[config.mk]
export PLATFORM = sky130hd
export DESIGN_NAME = tilt_hold_swipe_gesture_detector
export DESIGN_NICKNAME = d
export VERILOG_FILES = /design/src/thsg_pkg.sv /design/src/thsg_cfg.sv /design/src/thsg_core.sv /design/src/tilt_hold_swipe_gesture_detector.sv
export SDC_FILE = /design/constraint.sdc
export NUM_CORES = 1
export LEC_CHECK = 0
export BUFFER_PORTS_ARGS = -buffer_cell sky130_fd_sc_hd__buf_2
export CAP_MARGIN = 25
export CORE_MARGIN = 4
export CORE_UTILIZATION = 45
export CTS_CLUSTER_DIAMETER = 50
export DETAILED_ROUTE_END_ITERATION = 16
export PLACE_DENSITY = 0.71
export SYNTH_ARGS = -nofsm -noshare
export SYNTH_HDL_FRONTEND = slang
export SYNTH_SLANG_ARGS = --single-unit
[constraint.sdc]
create_clock -name clk -period 3.8 [get_ports clk]
set_clock_uncertainty 0.1 [all_clocks]
set_input_delay 0.76 -clock clk [delete_from_list [all_inputs] [get_ports clk]]
set_output_delay 0.76 -clock clk [all_outputs]
set_load 0.03 [all_outputs]
[src/thsg_pkg.sv]
// Shared types, register indexes and defaults of the gesture detector.
package thsg_pkg;

	localparam int HOLD_DEPTH_DEF     = 5;
	localparam int SWIPE_DEPTH_DEF    = 3;
	localparam int WARMUP_SAMPLES_DEF = 10;

	localparam int SAMPLE_W = 16;
	localparam int THR_W    = 15;
	localparam int CNT_W    = 4;
	localparam int IDX_W    = 3;

	typedef enum logic [IDX_W-1:0] {
		REG_HOLD_X_LOW   = 3'd0,
		REG_HOLD_X_HIGH  = 3'd1,
		REG_HOLD_Y_LOW   = 3'd2,
		REG_HOLD_Y_HIGH  = 3'd3,
		REG_SWIPE_THR    = 3'd4,
		REG_GRACE        = 3'd5,
		REG_REST         = 3'd6
	} reg_idx_t;

	localparam logic signed [SAMPLE_W-1:0] HOLD_X_LOW_RST  = -16'sd40;
	localparam logic signed [SAMPLE_W-1:0] HOLD_X_HIGH_RST = 16'sd40;
	localparam logic signed [SAMPLE_W-1:0] HOLD_Y_LOW_RST  = -16'sd200;
	localparam logic signed [SAMPLE_W-1:0] HOLD_Y_HIGH_RST = -16'sd120;
	localparam logic [THR_W-1:0]           SWIPE_THR_RST   = 15'd640;
	localparam logic [CNT_W-1:0]           GRACE_RST       = 4'd3;
	localparam logic [CNT_W-1:0]           REST_RST        = 4'd10;

	typedef enum logic [1:0] {
		GEST_NONE = 2'd0,
		GEST_NEXT = 2'd1,
		GEST_PREV = 2'd2
	} gesture_t;

	typedef struct packed {
		logic signed [SAMPLE_W-1:0] x_low;
		logic signed [SAMPLE_W-1:0] x_high;
		logic signed [SAMPLE_W-1:0] y_low;
		logic signed [SAMPLE_W-1:0] y_high;
		logic [THR_W-1:0]           thr;
		logic [CNT_W-1:0]           grace;
		logic [CNT_W-1:0]           rest;
	} cfg_t;

	typedef struct packed {
		logic     armed;
		logic     holding;
		gesture_t gesture;
	} result_t;

endpackage

[src/thsg_cfg.sv]
// Configuration register file of the gesture detector.
module thsg_cfg
	import thsg_pkg::*;
(
	input  logic                clk,
	input  logic                arst_n,
	input  logic                cfg_we,
	input  logic [IDX_W-1:0]    cfg_index,
	input  logic [SAMPLE_W-1:0] cfg_data,
	output cfg_t                cfg
);

	cfg_t cfg_q;

	always_ff @(posedge clk or negedge arst_n) begin
		if (!arst_n) begin
			cfg_q.x_low  <= HOLD_X_LOW_RST;
			cfg_q.x_high <= HOLD_X_HIGH_RST;
			cfg_q.y_low  <= HOLD_Y_LOW_RST;
			cfg_q.y_high <= HOLD_Y_HIGH_RST;
			cfg_q.thr    <= SWIPE_THR_RST;
			cfg_q.grace  <= GRACE_RST;
			cfg_q.rest   <= REST_RST;
		end else if (cfg_we) begin
			case (reg_idx_t'(cfg_index))
				REG_HOLD_X_LOW:  cfg_q.x_low  <= cfg_data;
				REG_HOLD_X_HIGH: cfg_q.x_high <= cfg_data;
				REG_HOLD_Y_LOW:  cfg_q.y_low  <= cfg_data;
				REG_HOLD_Y_HIGH: cfg_q.y_high <= cfg_data;
				REG_SWIPE_THR:   cfg_q.thr    <= cfg_data[THR_W-1:0];
				REG_GRACE:       cfg_q.grace  <= cfg_data[CNT_W-1:0];
				REG_REST:        cfg_q.rest   <= cfg_data[CNT_W-1:0];
				default: ;
			endcase
		end
	end

	assign cfg = cfg_q;

endmodule

[src/thsg_core.sv]
// Detector state and the single-pass step logic for one sample.
module thsg_core
	import thsg_pkg::*;
#(
	parameter int HOLD_DEPTH     = HOLD_DEPTH_DEF,
	parameter int SWIPE_DEPTH    = SWIPE_DEPTH_DEF,
	parameter int WARMUP_SAMPLES = WARMUP_SAMPLES_DEF
) (
	input  logic                       clk,
	input  logic                       arst_n,
	input  logic                       step,
	input  cfg_t                       cfg,
	input  logic                       func,
	input  logic signed [SAMPLE_W-1:0] sample_x,
	input  logic signed [SAMPLE_W-1:0] sample_y,
	output result_t                    res
);

	localparam int SEEN_W = $clog2(WARMUP_SAMPLES + 1);

	logic [HOLD_DEPTH-1:0]  still_hist_q, still_hist_d;
	logic [SWIPE_DEPTH-1:0] right_hist_q, right_hist_d;
	logic [SWIPE_DEPTH-1:0] left_hist_q, left_hist_d;
	logic [SEEN_W-1:0]      seen_q, seen_d;
	logic [CNT_W-1:0]       grace_q, grace_d;
	logic [CNT_W-1:0]       rest_q, rest_d;
	logic                   armed_q, armed_d;

	always_comb begin
		logic                   still;
		logic                   warm;
		logic                   holding;
		logic signed [THR_W+1:0] thr_s;
		logic signed [THR_W+1:0] y_s;
		logic [HOLD_DEPTH:0]    still_sh;
		logic [SWIPE_DEPTH:0]   right_sh;
		logic [SWIPE_DEPTH:0]   left_sh;
		gesture_t               gest;

		thr_s    = $signed({2'b00, cfg.thr});
		y_s      = $signed({sample_y[SAMPLE_W-1], sample_y});
		still    = (sample_x > cfg.x_low) && (sample_x < cfg.x_high) &&
		           (sample_y > cfg.y_low) && (sample_y < cfg.y_high);
		warm     = seen_q >= SEEN_W'(WARMUP_SAMPLES);
		still_sh = {still_hist_q, still};
		right_sh = {right_hist_q, (y_s >= thr_s)};
		left_sh  = {left_hist_q, (y_s <= -thr_s)};

		still_hist_d = still_hist_q;
		right_hist_d = right_hist_q;
		left_hist_d  = left_hist_q;
		seen_d       = seen_q;
		grace_d      = grace_q;
		rest_d       = rest_q;
		armed_d      = armed_q;
		holding      = 1'b0;
		gest         = GEST_NONE;

		if (!func) begin
			still_hist_d = still_sh[HOLD_DEPTH-1:0];
			if (rest_q != '0)
				rest_d = rest_q - 1'b1;
			else
				holding = &still_hist_d;
			if (holding) begin
				grace_d = cfg.grace;
				armed_d = 1'b1;
			end else if (grace_q != '0) begin
				grace_d = grace_q - 1'b1;
			end else begin
				armed_d = 1'b0;
			end
		end else begin
			right_hist_d = right_sh[SWIPE_DEPTH-1:0];
			left_hist_d  = left_sh[SWIPE_DEPTH-1:0];
			if (!warm)
				seen_d = seen_q + 1'b1;
			if (warm && armed_q) begin
				if (&right_hist_d)
					gest = GEST_NEXT;
				else if (&left_hist_d)
					gest = GEST_PREV;
			end
			if (gest != GEST_NONE) begin
				rest_d  = cfg.rest;
				armed_d = 1'b0;
				grace_d = '0;
			end
		end

		res.gesture = gest;
		res.holding = holding;
		res.armed   = armed_d;
	end

	always_ff @(posedge clk or negedge arst_n) begin
		if (!arst_n) begin
			still_hist_q <= '0;
			right_hist_q <= '0;
			left_hist_q  <= '0;
			seen_q       <= '0;
			grace_q      <= '0;
			rest_q       <= '0;
			armed_q      <= 1'b0;
		end else if (step) begin
			still_hist_q <= still_hist_d;
			right_hist_q <= right_hist_d;
			left_hist_q  <= left_hist_d;
			seen_q       <= seen_d;
			grace_q      <= grace_d;
			rest_q       <= rest_d;
			armed_q      <= armed_d;
		end
	end

endmodule

[src/tilt_hold_swipe_gesture_detector.sv]
// Tilt-hold-and-swipe gesture detector, top level.
//
// Input stream (s_*): one sensor sample per request. s_tuser selects the
// stream: 0 hold sample (checked against the still window), 1 swipe sample
// (checked against the swipe threshold). s_tdata carries sample_x and
// sample_y, signed Q11.4.
// Output stream (m_*): one result per sample, in order: gesture code,
// holding flag and the acceptance flag after that sample.
// Configuration: cfg_we/cfg_index/cfg_data write one register per cycle;
// write only while no sample is in flight.
// Flow: a request held in the input register is stepped once the result
// register is free or being read; its result is presented from that step on.
// Throughput: one sample per cycle while m_tready is high (combinational step).
// Stall: while m_tready is low the result register holds; one more sample
// waits in the input register, then s_tready drops.
// Reset: histories, counters and the armed flag clear, registers take
// their defaults, both streams come up empty.
module tilt_hold_swipe_gesture_detector
	import thsg_pkg::*;
#(
	parameter int HOLD_DEPTH     = HOLD_DEPTH_DEF,
	parameter int SWIPE_DEPTH    = SWIPE_DEPTH_DEF,
	parameter int WARMUP_SAMPLES = WARMUP_SAMPLES_DEF
) (
	input  logic                clk,
	input  logic                arst_n,
	input  logic                s_tvalid,
	output logic                s_tready,
	input  logic [31:0]         s_tdata,   // [15:0] sample_x, [31:16] sample_y
	input  logic                s_tuser,   // [0] func
	output logic                m_tvalid,
	input  logic                m_tready,
	output logic [7:0]          m_tdata,   // [1:0] gesture, [2] holding, [3] armed
	input  logic                cfg_we,
	input  logic [IDX_W-1:0]    cfg_index,
	input  logic [SAMPLE_W-1:0] cfg_data
);

	cfg_t    cfg;
	result_t res;

	logic                       vld_s1;
	logic                       func_s1;
	logic signed [SAMPLE_W-1:0] x_s1;
	logic signed [SAMPLE_W-1:0] y_s1;
	logic                       vld_s2;
	result_t                    res_s2;
	logic                       step;

	assign step     = vld_s1 && (!vld_s2 || m_tready);
	assign s_tready = !vld_s1 || step;

	always_ff @(posedge clk or negedge arst_n) begin
		if (!arst_n) begin
			vld_s1 <= 1'b0;
		end else if (s_tready) begin
			vld_s1 <= s_tvalid;
		end
	end

	always_ff @(posedge clk) begin
		if (s_tready && s_tvalid) begin
			func_s1 <= s_tuser;
			x_s1    <= s_tdata[SAMPLE_W-1:0];
			y_s1    <= s_tdata[2*SAMPLE_W-1:SAMPLE_W];
		end
	end

	thsg_cfg u_cfg (
		.clk       (clk),
		.arst_n    (arst_n),
		.cfg_we    (cfg_we),
		.cfg_index (cfg_index),
		.cfg_data  (cfg_data),
		.cfg       (cfg)
	);

	thsg_core #(
		.HOLD_DEPTH     (HOLD_DEPTH),
		.SWIPE_DEPTH    (SWIPE_DEPTH),
		.WARMUP_SAMPLES (WARMUP_SAMPLES)
	) u_core (
		.clk      (clk),
		.arst_n   (arst_n),
		.step     (step),
		.cfg      (cfg),
		.func     (func_s1),
		.sample_x (x_s1),
		.sample_y (y_s1),
		.res      (res)
	);

	always_ff @(posedge clk or negedge arst_n) begin
		if (!arst_n) begin
			vld_s2 <= 1'b0;
		end else if (step) begin
			vld_s2 <= 1'b1;
		end else if (m_tready) begin
			vld_s2 <= 1'b0;
		end
	end

	always_ff @(posedge clk) begin
		if (step)
			res_s2 <= res;
	end

	assign m_tvalid = vld_s2;
	assign m_tdata  = {4'b0000, res_s2};

endmodule

==> metrics.csv, run 1 <==
metric,value,unit
synth_cell_types,62,
synth.area.mux_share,4.60,%
synthTopCellsByArea,"dfrtp_1 21%, ha_1 15%, edfxtp_1 13%",
path_clk_slew,60,ps
vias,6181,
power_density,521,nW/um^2
dp_hpwl,14000,um
fillers,1569,
cts_max_path_buffers,2,
synth_area_per_cell,10.3,sq um
clock-root-buffer,clkbuf_16,
synthAdderAreaFrac,15.1,%
cts_made_buffers,17,
final_nets,1067,
drtPass1Iterations,4,
grt_max_degree,56,
globalplace.congestion,0.838,
antenna_found_initial,0,
setup_viol,11,
fin_setup_tns,-2780,ps
power,5.10,mW
start_util,45.9,%
die_h,144,um
antenna_cells,0,
cts_sinks,147,
finalMaxSlewViolations,0,
grt_pass1_wl,31400,um
core,18000,sq um
synth_top_area_cell,dfrtp_1,
fin_util,54.3,%
peakVddDrop,373,uV
io_pins,67,
slew_headroom,39.3,%
required,4060,ps
drtIter0Drc,397,
synth_warnings,0,
r2r_end,u_core.grace_q[1]$_DFFE_PN0P_,
wire_per_inst,16.9,um
drc,0,
synth-compound-area-share,12.6,%
synthSimpleGateAreaFrac,13.4,%
endpoint_kind,register,
port-buffer-count,62,
overflow,0,
track_usage,19.6,%
clock_latency,420,ps
rrSetupSlack,-360,ps
fin_hold_ws,297,ps
final_layout_size_suffix_gt1_share,25.4,%
synth-seq-cells,147,
ys_seq_area_share,47.3,%
grt_pass1_vias,6138,
max_slew.worst_pin.slew,910,ps
r2r_start,u_cfg.cfg[12]$_DFFE_PN0P_,
finalHoldViolations,0,
outcome,"finished, violations left",
hold_class,input port to async pin,
postCtsHoldBufs,0,
die_area,20600,sq um
syn_inst,803,
synth_area,8270,sq um
cts_max_level,4,
die_w,144,um
cp_data_arrival_time,4420,ps
rsz0062_at_grt,yes,
synthToLayoutAreaGrowth,18.2,%
layout_worst_path_cycle_share,109,%
totalWireLength,19400,um
cts_tree,done,
synth_top_family_by_area,adder cells,
leakage,4.41,nW
fmax,241,MHz
startpoint_type,register,
violations,setup timing,
rows,49,
path_class,register to register,
ys.flop_type,dfrtp_1,
synth_xor_area_share,1.69,%
yosysTopAreaCellShare,20.9,%
viasPerCell,5.37,
async_reset_ff_share,74.8,%
fin_crit,4160,ps
reg2regPathDepth,17,
finalWorstSetupSlack,-355,ps
cp_max_fo,2,
postRouteAntennaNets,0,
cap_viol_max_count,0,
synth-edff-count,37,
## flip-flops by register name (all words and copies together), names as in the netlist, 2 cells and up
name and flops:
u_core.left_hist_q 2, m_tdata 4, x_s1 16, u_core.seen_q 4
y_s1 16, u_cfg.cfg 87, u_core.still_hist_q 4, u_core.rest_q 4
u_core.grace_q 4, u_core.right_hist_q 2
## power by group
group | internal (mW) | switching (mW) | leakage [nW] | total, mW
clock | 0.969 | 0.656 | 0.268 | 1.63
sequential | 1.98 | 0.179 | 1.64 | 2.16
combinational | 0.594 | 0.722 | 2.50 | 1.32
## cells by family (layout without fill, tap and decap cells)
| family | count (synthesis) | after routing |
|---|---|---|
| other | 1 | 4 |
| adders and majority gates | 100 | 100 |
| AOI/OAI and AO/OA | 170 | 170 |
| buffers and inverters | 111 | 228 |
| xor gates and xnor gates | 16 | 16 |
| and+or+nand+nor | 224 | 224 |
| DFF | 147 | 147 |
| muxes | 34 | 34 |
## layer usage
metal	up-vias	routed length, um	GRT usage (%)
li1	3047	-	-
met1	2991	9060	26.7
met2	125	9280	32.4
met3	18	828	3.86
met4	0	274	4.96
met5	-	0	0
## cell usage in the layout, fill, tap and decap left out, drive strengths merged, types with 15 or more instances in the layout
cell / Yosys / routed
a21oi: 33 / 33
buf: 5 / 106
clkbuf: 16 / 24
dfrtp: 69 / 69
dfstp: 41 / 41
edfxtp: 37 / 37
ha: 100 / 100
inv: 90 / 90
mux2: 32 / 32
nand2: 97 / 97
nand3: 15 / 15
nand4: 18 / 18
nor2: 28 / 28
nor3: 15 / 15
o21ai: 82 / 82
## how the worst max path moves through the flow
stage                                    from                       endpoint  slack, ps  cells past startpoint
detailed placement  u_cfg.cfg[10]$_DFFE_PN0P_  u_core.grace_q[1]$_DFFE_PN0P_       -360                     17
CTS                 u_cfg.cfg[12]$_DFFE_PN0P_  u_core.grace_q[1]$_DFFE_PN0P_       -330                     17
floorplan           u_cfg.cfg[10]$_DFFE_PN0P_  u_core.grace_q[1]$_DFFE_PN0P_       -200                     17
global route        u_cfg.cfg[12]$_DFFE_PN0P_  u_core.grace_q[1]$_DFFE_PN0P_       -550                     17
global placement    u_cfg.cfg[10]$_DFFE_PN0P_  u_core.grace_q[1]$_DFFE_PN0P_       -270                     17
finish              u_cfg.cfg[12]$_DFFE_PN0P_  u_core.grace_q[1]$_DFFE_PN0P_       -360                     17
## cells in the mapped netlist, types with 8 or more instances
master,number
nor3b_1,8
xnor2_1,14
dfstp_2,41
nand3_1,15
edfxtp_1,37
dfrtp_1,69
ha_1,100
inv_1,90
o21ai_0,81
nor3_1,14
nor2_1,27
a21o_1,14
clkbuf_1,16
mux2_2,32
nand2b_1,9
nand4_1,18
nand2_1,97
a21oi_1,32
## what timing repair did
item / 4_1_cts / 5_1_grt
setup endpoints to repair: 11 / 11
gates resized for setup: 4 / 8
pin swaps: 2 / 3
buffers inserted: 9 / 3
## cell type report
class | count | area, sq um | share of cell area (%)
Multi-Input combinational cell | 548 | 4020 | 41.1
Sequential cell | 147 | 3920 | 40.0
Timing Repair Buffer | 106 | 656 | 6.70
Clock buffer | 24 | 492 | 5.03
Inverter | 90 | 338 | 3.45
Tap cell | 229 | 287 | 2.93
Clock inverter | 8 | 78.8 | 0.806
## critical path: stages, from the launching register on
cell and delay [ps]:
dfrtp_1 410, nor3_4 240, nand3_2 130, or3_4 350, or3_4 350, nor3_4 140, nand2_2 80, nor2_2 100
xnor2_1 130, ha_1 270, a21oi_2 150, o211ai_1 110, or4_1 490, a211oi_2 250, o21ai_1 80, nor2b_4 120
or4b_1 500, nand3_1 90
## per-stage QoR
stage | setup WS (ps) | area (sq um) | cells
after detailed placement | -357 | 9080 | 1108
after global placement | -269 | 9080 | 1108
final | -355 | 9780 | 1152
after global routing | -550 | 9780 | 1152
after CTS | -328 | 9730 | 1149
after floorplan | -200 | 8310 | 806
Note: power is estimated with default switching activity, not from simulation.
==> inputs of run 2 (changes only) <==
--- a/config.mk
+++ b/config.mk
@@ -8,10 +8,11 @@
 export BUFFER_PORTS_ARGS = -buffer_cell sky130_fd_sc_hd__buf_2
 export CAP_MARGIN = 25
 export CORE_MARGIN = 4
-export CORE_UTILIZATION = 45
+export CORE_UTILIZATION = 55
 export CTS_CLUSTER_DIAMETER = 50
 export DETAILED_ROUTE_END_ITERATION = 16
-export PLACE_DENSITY = 0.71
+export PLACE_DENSITY = 0.8
 export SYNTH_ARGS = -nofsm -noshare
 export SYNTH_HDL_FRONTEND = slang
 export SYNTH_SLANG_ARGS = --single-unit
+export TNS_END_PERCENT = 5
==> constraint.sdc (replaced) <==
create_clock -name clk -period 5.3 [get_ports clk]
set_clock_uncertainty 0.1 [all_clocks]
set_input_delay 1.06 -clock clk [delete_from_list [all_inputs] [get_ports clk]]
set_output_delay 1.06 -clock clk [all_outputs]
set_load 0.03 [all_outputs]
==> metrics.csv, run 2 (synthesis gave the netlist of run 1 again) <==
metric,value,unit,change
overflow,0,,unchanged
worstHoldEndpoint,m_tvalid$_DFFE_PN0P_,,
die_h,131,um,-9.0%
drc,0,,unchanged
dp_hpwl,13200,um,-5.8%
slowest_stage,or4b_1,,
r2r_end,u_core.grace_q[1]$_DFFE_PN0P_,,
cts_sinks,147,,unchanged
wire_per_inst,17.3,um,+2.3%
path_clk_slew,60,ps,about the same
cts_made_buffers,17,,unchanged
endpoint_kind,register,,
final_nets,1030,,-3.5%
peakVddDrop,244,uV,-35%
layout_commonest_cell,ha_1,,
cap_viol_max_count,0,,unchanged
track_usage,23.2,%,+3.6 points
setup_viol,0,,-11
cp_data_arrival_time,4740,ps,+320 ps
fillers,1158,,-26%
grt_pass1_vias,6248,,+1.8%
final_layout_size_suffix_gt1_share,20.8,%,-4.6 points
finalMaxSlewViolations,0,,unchanged
startpoint_type,register,,
port-buffer-count,62,,unchanged
cts_max_level,4,,unchanged
start_util,56.5,%,+11 points
die_area,17100,sq um,-17%
clock_latency,430,ps,about the same
die_w,131,um,-9.0%
finalHoldViolations,0,,unchanged
dp_cells,1037,,-6.4%
ctsResizeCount,0,,-4
grt_pass1_wl,30600,um,-2.5%
cts_setup_buffers,0,,-9
cp_max_fo,12,,+10
totalWireLength,18500,um,-4.9%
max_slew.worst_pin.slew,873,ps,-37.3 ps
drtIter0Drc,427,,+7.6%
drtPass1Iterations,5,,+1
grt_max_degree,68,,+21%
core,14600,sq um,-19%
largest_reg_flops,87,,unchanged
clock-root-buffer,clkbuf_16,,
fin_setup_tns,0,ps,+2780 ps
outcome,"finished, final reports clean",,
viasPerCell,5.70,,+6.1%
hold_class,register to register,,
antenna_found_initial,0,,unchanged
fin_cells,1070,,-7.1%
rrSetupSlack,820,ps,+1180 ps
crit_chain,nor3_1 -> nand3_1 -> or3_1 -> or3_1 -> nor3_2 -> nand2_1 -> nor2_1 -> xnor2_1 -> ha_1 -> a21oi_2 -> o211ai_1 -> or4_1 -> a211oi_2 -> o21ai_1 -> nor2b_4 -> or4b_1 -> nand3_1,,
reg2regPathDepth,17,,unchanged
io_pins,67,,unchanged
cts_tree,done,,
rsz0062_at_grt,no,,
power,3.61,mW,-29%
power_density,384,nW/um^2,-26%
slew_headroom,41.8,%,+2.5 points
holdPathStages,1,,
synthToLayoutAreaGrowth,13.6,%,
cp_num_buf_inv,0,,unchanged
fin_hold_ws,392,ps,+94.8 ps
path_class,register to register,,
required,5560,ps,+1500 ps
globalplace.congestion,0.856,,+2.2%
fmax,223,MHz,-7.2%
vias,6094,,-1.4%
fin_crit,4480,ps,+322 ps
cp_top_family,simple AND/OR/NAND/NOR gates,,
postRouteAntennaNets,0,,unchanged
hp-start,vld_s1$_DFFE_PN0N_,,
rows,44,,-10%
r2r_start,u_cfg.cfg[10]$_DFFE_PN0P_,,
max_stage_delay,540,ps,+40 ps
cts_max_path_buffers,2,,unchanged
layout_worst_path_cycle_share,84.5,%,-25 points
postCtsHoldBufs,0,,unchanged
leakage,4.25,nW,-3.6%
antenna_cells,0,,unchanged
final_cell_mix,"100 x ha_1, 97 x nand2_1, 90 x inv_1",,
-- run 2: cell types whose count changed in the layout (fill, tap and decap cells not counted), sizes merged --
cell / previous run / this run
buf: 106 / 69
clkinv: 3 / 5
bufinv: 1 / 0
inv: 90 / 93
clkinvlp: 4 / 0
-- run 2: metrics by stage --
step / util (%) / area, sq um / setup WS, ps
2_1_floorplan: - / 8280 / 1210
3_3_place_gp: 60.1 / 8800 / 919
3_5_place_dp: 60.1 / 8800 / 829
4_1_cts: 64.1 / 9380 / 803
5_1_grt: 64.2 / 9400 / 484
6_report: 64.2 / 9400 / 823
-- run 2: report_power, final --
part	switching [mW]	internal (mW)	total, mW	leakage (nW)
registers	0.126	1.42	1.54	1.64
logic	0.505	0.382	0.887	2.32
clock network	0.482	0.700	1.18	0.291
-- run 2: per-layer routing --
metal  global-route usage, %  share of wire, %  up-vias
met1                    30.6                45     2916
met4                    8.41               2.6        0
met5                       0                 0        -
li1                        -                 -     2967
met3                    5.12               5.0       39
met2                    38.0                48      172
-- run 2: area by class of cell --
type | instances | area, sq um | area share (%)
clock buffers | 24 | 526 | 5.59
clock inverters | 8 | 61.3 | 0.652
inverters | 90 | 338 | 3.59
multi-input cells | 548 | 3960 | 42.1
flip-flops and latches | 147 | 3920 | 41.7
well taps | 184 | 230 | 2.45
repair buffers | 69 | 373 | 3.97
-- run 2: worst reg2reg max path, delay by kind of cell, from the launching register on --
kind	cells	cell delay (ps)
and+or+nand+nor	11	2940
xor gates and xnor gates	1	130
AOI/OAI and AO/OA	4	570
adders and majority gates	1	270
DFF	1	420
-- run 2: worst max-delay path by stage --
stage	end	depth (start not counted)	start	slack, ps
after floorplan	u_core.grace_q[1]$_DFFE_PN0P_	17	u_cfg.cfg[10]$_DFFE_PN0P_	1210
after global placement	u_core.grace_q[1]$_DFFE_PN0P_	17	u_cfg.cfg[10]$_DFFE_PN0P_	920
after detailed placement	u_core.grace_q[1]$_DFFE_PN0P_	17	u_cfg.cfg[10]$_DFFE_PN0P_	830
after CTS	u_core.grace_q[1]$_DFFE_PN0P_	17	u_cfg.cfg[10]$_DFFE_PN0P_	800
after global routing	u_core.grace_q[1]$_DFFE_PN0P_	17	u_cfg.cfg[10]$_DFFE_PN0P_	480
final	u_core.grace_q[1]$_DFFE_PN0P_	17	u_cfg.cfg[10]$_DFFE_PN0P_	820
==> inputs of run 3 (changes only) <==
--- a/config.mk
+++ b/config.mk
@@ -5,6 +5,7 @@
 export SDC_FILE = /design/constraint.sdc
 export NUM_CORES = 1
 export LEC_CHECK = 0
+export ABC_AREA = 1
 export BUFFER_PORTS_ARGS = -buffer_cell sky130_fd_sc_hd__buf_2
 export CAP_MARGIN = 25
 export CORE_MARGIN = 4
==> constraint.sdc (replaced) <==
create_clock -name clk -period 4.5 [get_ports clk]
set_clock_uncertainty 0.1 [all_clocks]
set_input_delay 0.9 -clock clk [delete_from_list [all_inputs] [get_ports clk]]
set_output_delay 0.9 -clock clk [all_outputs]
set_load 0.03 [all_outputs]
==> metrics.csv, run 3 <==
metric,value,unit,change
cts_max_path_buffers,2,,unchanged
core,14800,sq um,+0.75%
synth_most_common_cell,nand2_1,,
regArea,3920,sq um,unchanged
ys.flop_type,dfrtp_1,,
grt_max_degree,72,,+5.9%
power_density,472,nW/um^2,+23%
die_w,132,um,+0.88%
die_area,17400,sq um,+1.8%
globalplace.congestion,0.891,,+4.0%
postRouteAntennaNets,0,,unchanged
outcome,"finished, final reports clean",,
synthTopCellsByArea,"dfrtp_1 20%, ha_1 15%, edfxtp_1 13%",,
endpoint_kind,register,,
io_pins,67,,unchanged
fin_hold_ws,339,ps,-52.6 ps
cts_sinks,147,,unchanged
multi_input_area,3830,sq um,-3.1%
max_slew.worst_pin.slew,947,ps,+73.8 ps
fillers,1212,,+4.7%
final_layout_size_suffix_gt1_share,15.0,%,-5.8 points
fmax,274,MHz,+23%
setup_viol,0,,unchanged
overflow,0,,unchanged
layout_commonest_cell,nand2_1,,
fin_setup_tns,0,ps,unchanged
largest_reg_flops,87,,unchanged
synth-seq-cells,147,,unchanged
cap_viol_max_count,0,,unchanged
yosysTopAreaCellShare,20.5,%,-0.39 points
vias,6394,,+4.9%
finalMaxSlewViolations,0,,unchanged
power,4.49,mW,+24%
ys_top_cells_by_count,"254 x nand2_1, 157 x inv_1, 108 x o21ai_0, 100 x ha_1, 69 x dfrtp_1",,
layout_worst_path_cycle_share,81.1,%,-3.3 points
track_usage,21.9,%,-1.3 points
async_reset_ff_share,74.8,%,unchanged
peakVddDrop,437,uV,+79%
wire_per_inst,14.4,um,-17%
postCtsHoldBufs,0,,unchanged
clock_latency,430,ps,about the same
ys_seq_area_share,46.5,%,-0.88 points
synth_area_per_cell,8.68,sq um,-16%
path_class,register to register,,
synth-edff-count,37,,unchanged
startpoint_type,register,,
cts_setup_buffers,0,,unchanged
viasPerCell,5.18,,-9.0%
synth_cell_types,38,,-39%
cp_max_fo,6,,-6
drtPass1Iterations,6,,+1
grt_pass1_wl,30900,um,+0.93%
antenna_cells,0,,unchanged
path_clk_slew,60,ps,about the same
leakage,4.81,nW,+13%
port-buffer-count,62,,unchanged
cp_data_arrival_time,3860,ps,-880 ps
final_cell_mix,"254 x nand2_1, 157 x inv_1, 108 x o21ai_0",,
clock-root-buffer,clkbuf_16,,
rows,44,,unchanged
drtIter0Drc,350,,-18%
antenna_found_initial,0,,unchanged
totalWireLength,17800,um,-3.8%
drc,0,,unchanged
fin_util,64.6,%,+0.40 points
die_h,132,um,+0.88%
cts_made_buffers,17,,unchanged
required,4710,ps,-850 ps
finalHoldViolations,0,,unchanged
hold_class,input port to async pin,,
synth_top_area_cell,dfrtp_1,,
ctsResizeCount,0,,unchanged
synth_warnings,0,,unchanged
dp_hpwl,13100,um,-0.89%
final_nets,1194,,+16%
rsz0062_at_grt,no,,
cts_tree,done,,
syn_inst,971,,+21%
start_util,57.1,%,+0.64 points
cts_max_level,4,,unchanged
synthToLayoutAreaGrowth,13.0,%,
slew_headroom,36.7,%,-5.1 points
fin_crit,3650,ps,-826 ps
grt_pass1_vias,6429,,+2.9%
synth_area,8430,sq um,+1.9%
## run 3: area by class of cell
type                            count  share of cell area [%]
Inverter                          158                    6.28
Tap cell                          184                    2.42
Timing Repair Buffer               65                    3.86
Clock buffer                       18                    4.61
Multi-Input combinational cell    648                    40.2
Clock inverter                     14                    1.52
Sequential cell                   147                    41.1
## run 3: path summary, 6_finish.rpt
kind | start | end | slack, ps | cells after the start
setup / recovery | u_cfg.cfg[8]$_DFFE_PN0P_ | u_core.rest_q[1]$_DFFE_PN0P_ | 850 | 21
hold / removal | arst_n | m_tvalid$_DFFE_PN0P_ | 340 | 1
setup reg to reg | u_cfg.cfg[8]$_DFFE_PN0P_ | u_core.rest_q[1]$_DFFE_PN0P_ | 850 | 21
hold reg to reg | u_core.seen_q[3]$_DFFE_PN0P_ | u_core.seen_q[3]$_DFFE_PN0P_ | 370 | 1
max in group asynchronous | arst_n | u_cfg.cfg[85]$_DFFE_PN1P_ | 3170 | 2
min in group clk | u_core.seen_q[3]$_DFFE_PN0P_ | u_core.seen_q[3]$_DFFE_PN0P_ | 370 | 1
## run 3: where the power goes
group          switching, mW  total (mW)  internal, mW
sequential             0.196        1.89          1.69
clock                  0.605        1.40         0.793
combinational          0.727        1.21         0.480
total                   1.53        4.49          2.97
## run 3: kinds of logic (layout without fill, tap and decap cells)
| group | after synthesis | count (layout) | share of synthesized area, % |
|---|---|---|---|
| multiplexers | 4 | 4 | 0.534 |
| AO/OA/AOI/OAI | 160 | 160 | 9.93 |
| XOR/XNOR | 15 | 15 | 1.56 |
| other | 1 | 4 | 0.0445 |
| buffers and inverters | 179 | 255 | 8.21 |
| flip-flops | 147 | 147 | 46.5 |
| adder cells (fa/ha/maj) | 100 | 100 | 14.8 |
| AND/OR/NAND/NOR | 365 | 365 | 18.4 |
## run 3: metal layers
metal  vias up  part of all wire, %  GRT usage [%]
li1       3282                    -              -
met4         0                  1.6           6.53
met3        30                  3.9           4.92
met5         -                    0              0
met2       119                   48           36.2
met1      2963                   47           29.1
## run 3: critical path, stage by stage, from the launching register on
cell     delay (ps)
dfrtp_1         410
inv_1            80
ha_1            190
nand3_1         120
nor2_1          100
nand2_1          70
nor2_1          160
nand3_1         130
nor2_1          160
nand4_1         140
xor2_1          170
ha_1            310
a21oi_1         170
o21ai_0         100
a21oi_1         190
nand4_1         120
nand2_1         140
nand3_2         140
a21oi_4         260
nand2_2         130
nand2_1          70
o21ai_1          60
## run 3: through the flow
| step | area [sq um] | instances | worst slack, ps |
|---|---|---|---|
| detailed placement | 8920 | 1201 | 890 |
| global placement | 8920 | 1201 | 1050 |
| CTS | 9500 | 1233 | 854 |
| finish | 9530 | 1234 | 849 |
| floorplan | 8440 | 974 | 1340 |
| global route | 9530 | 1234 | 423 |
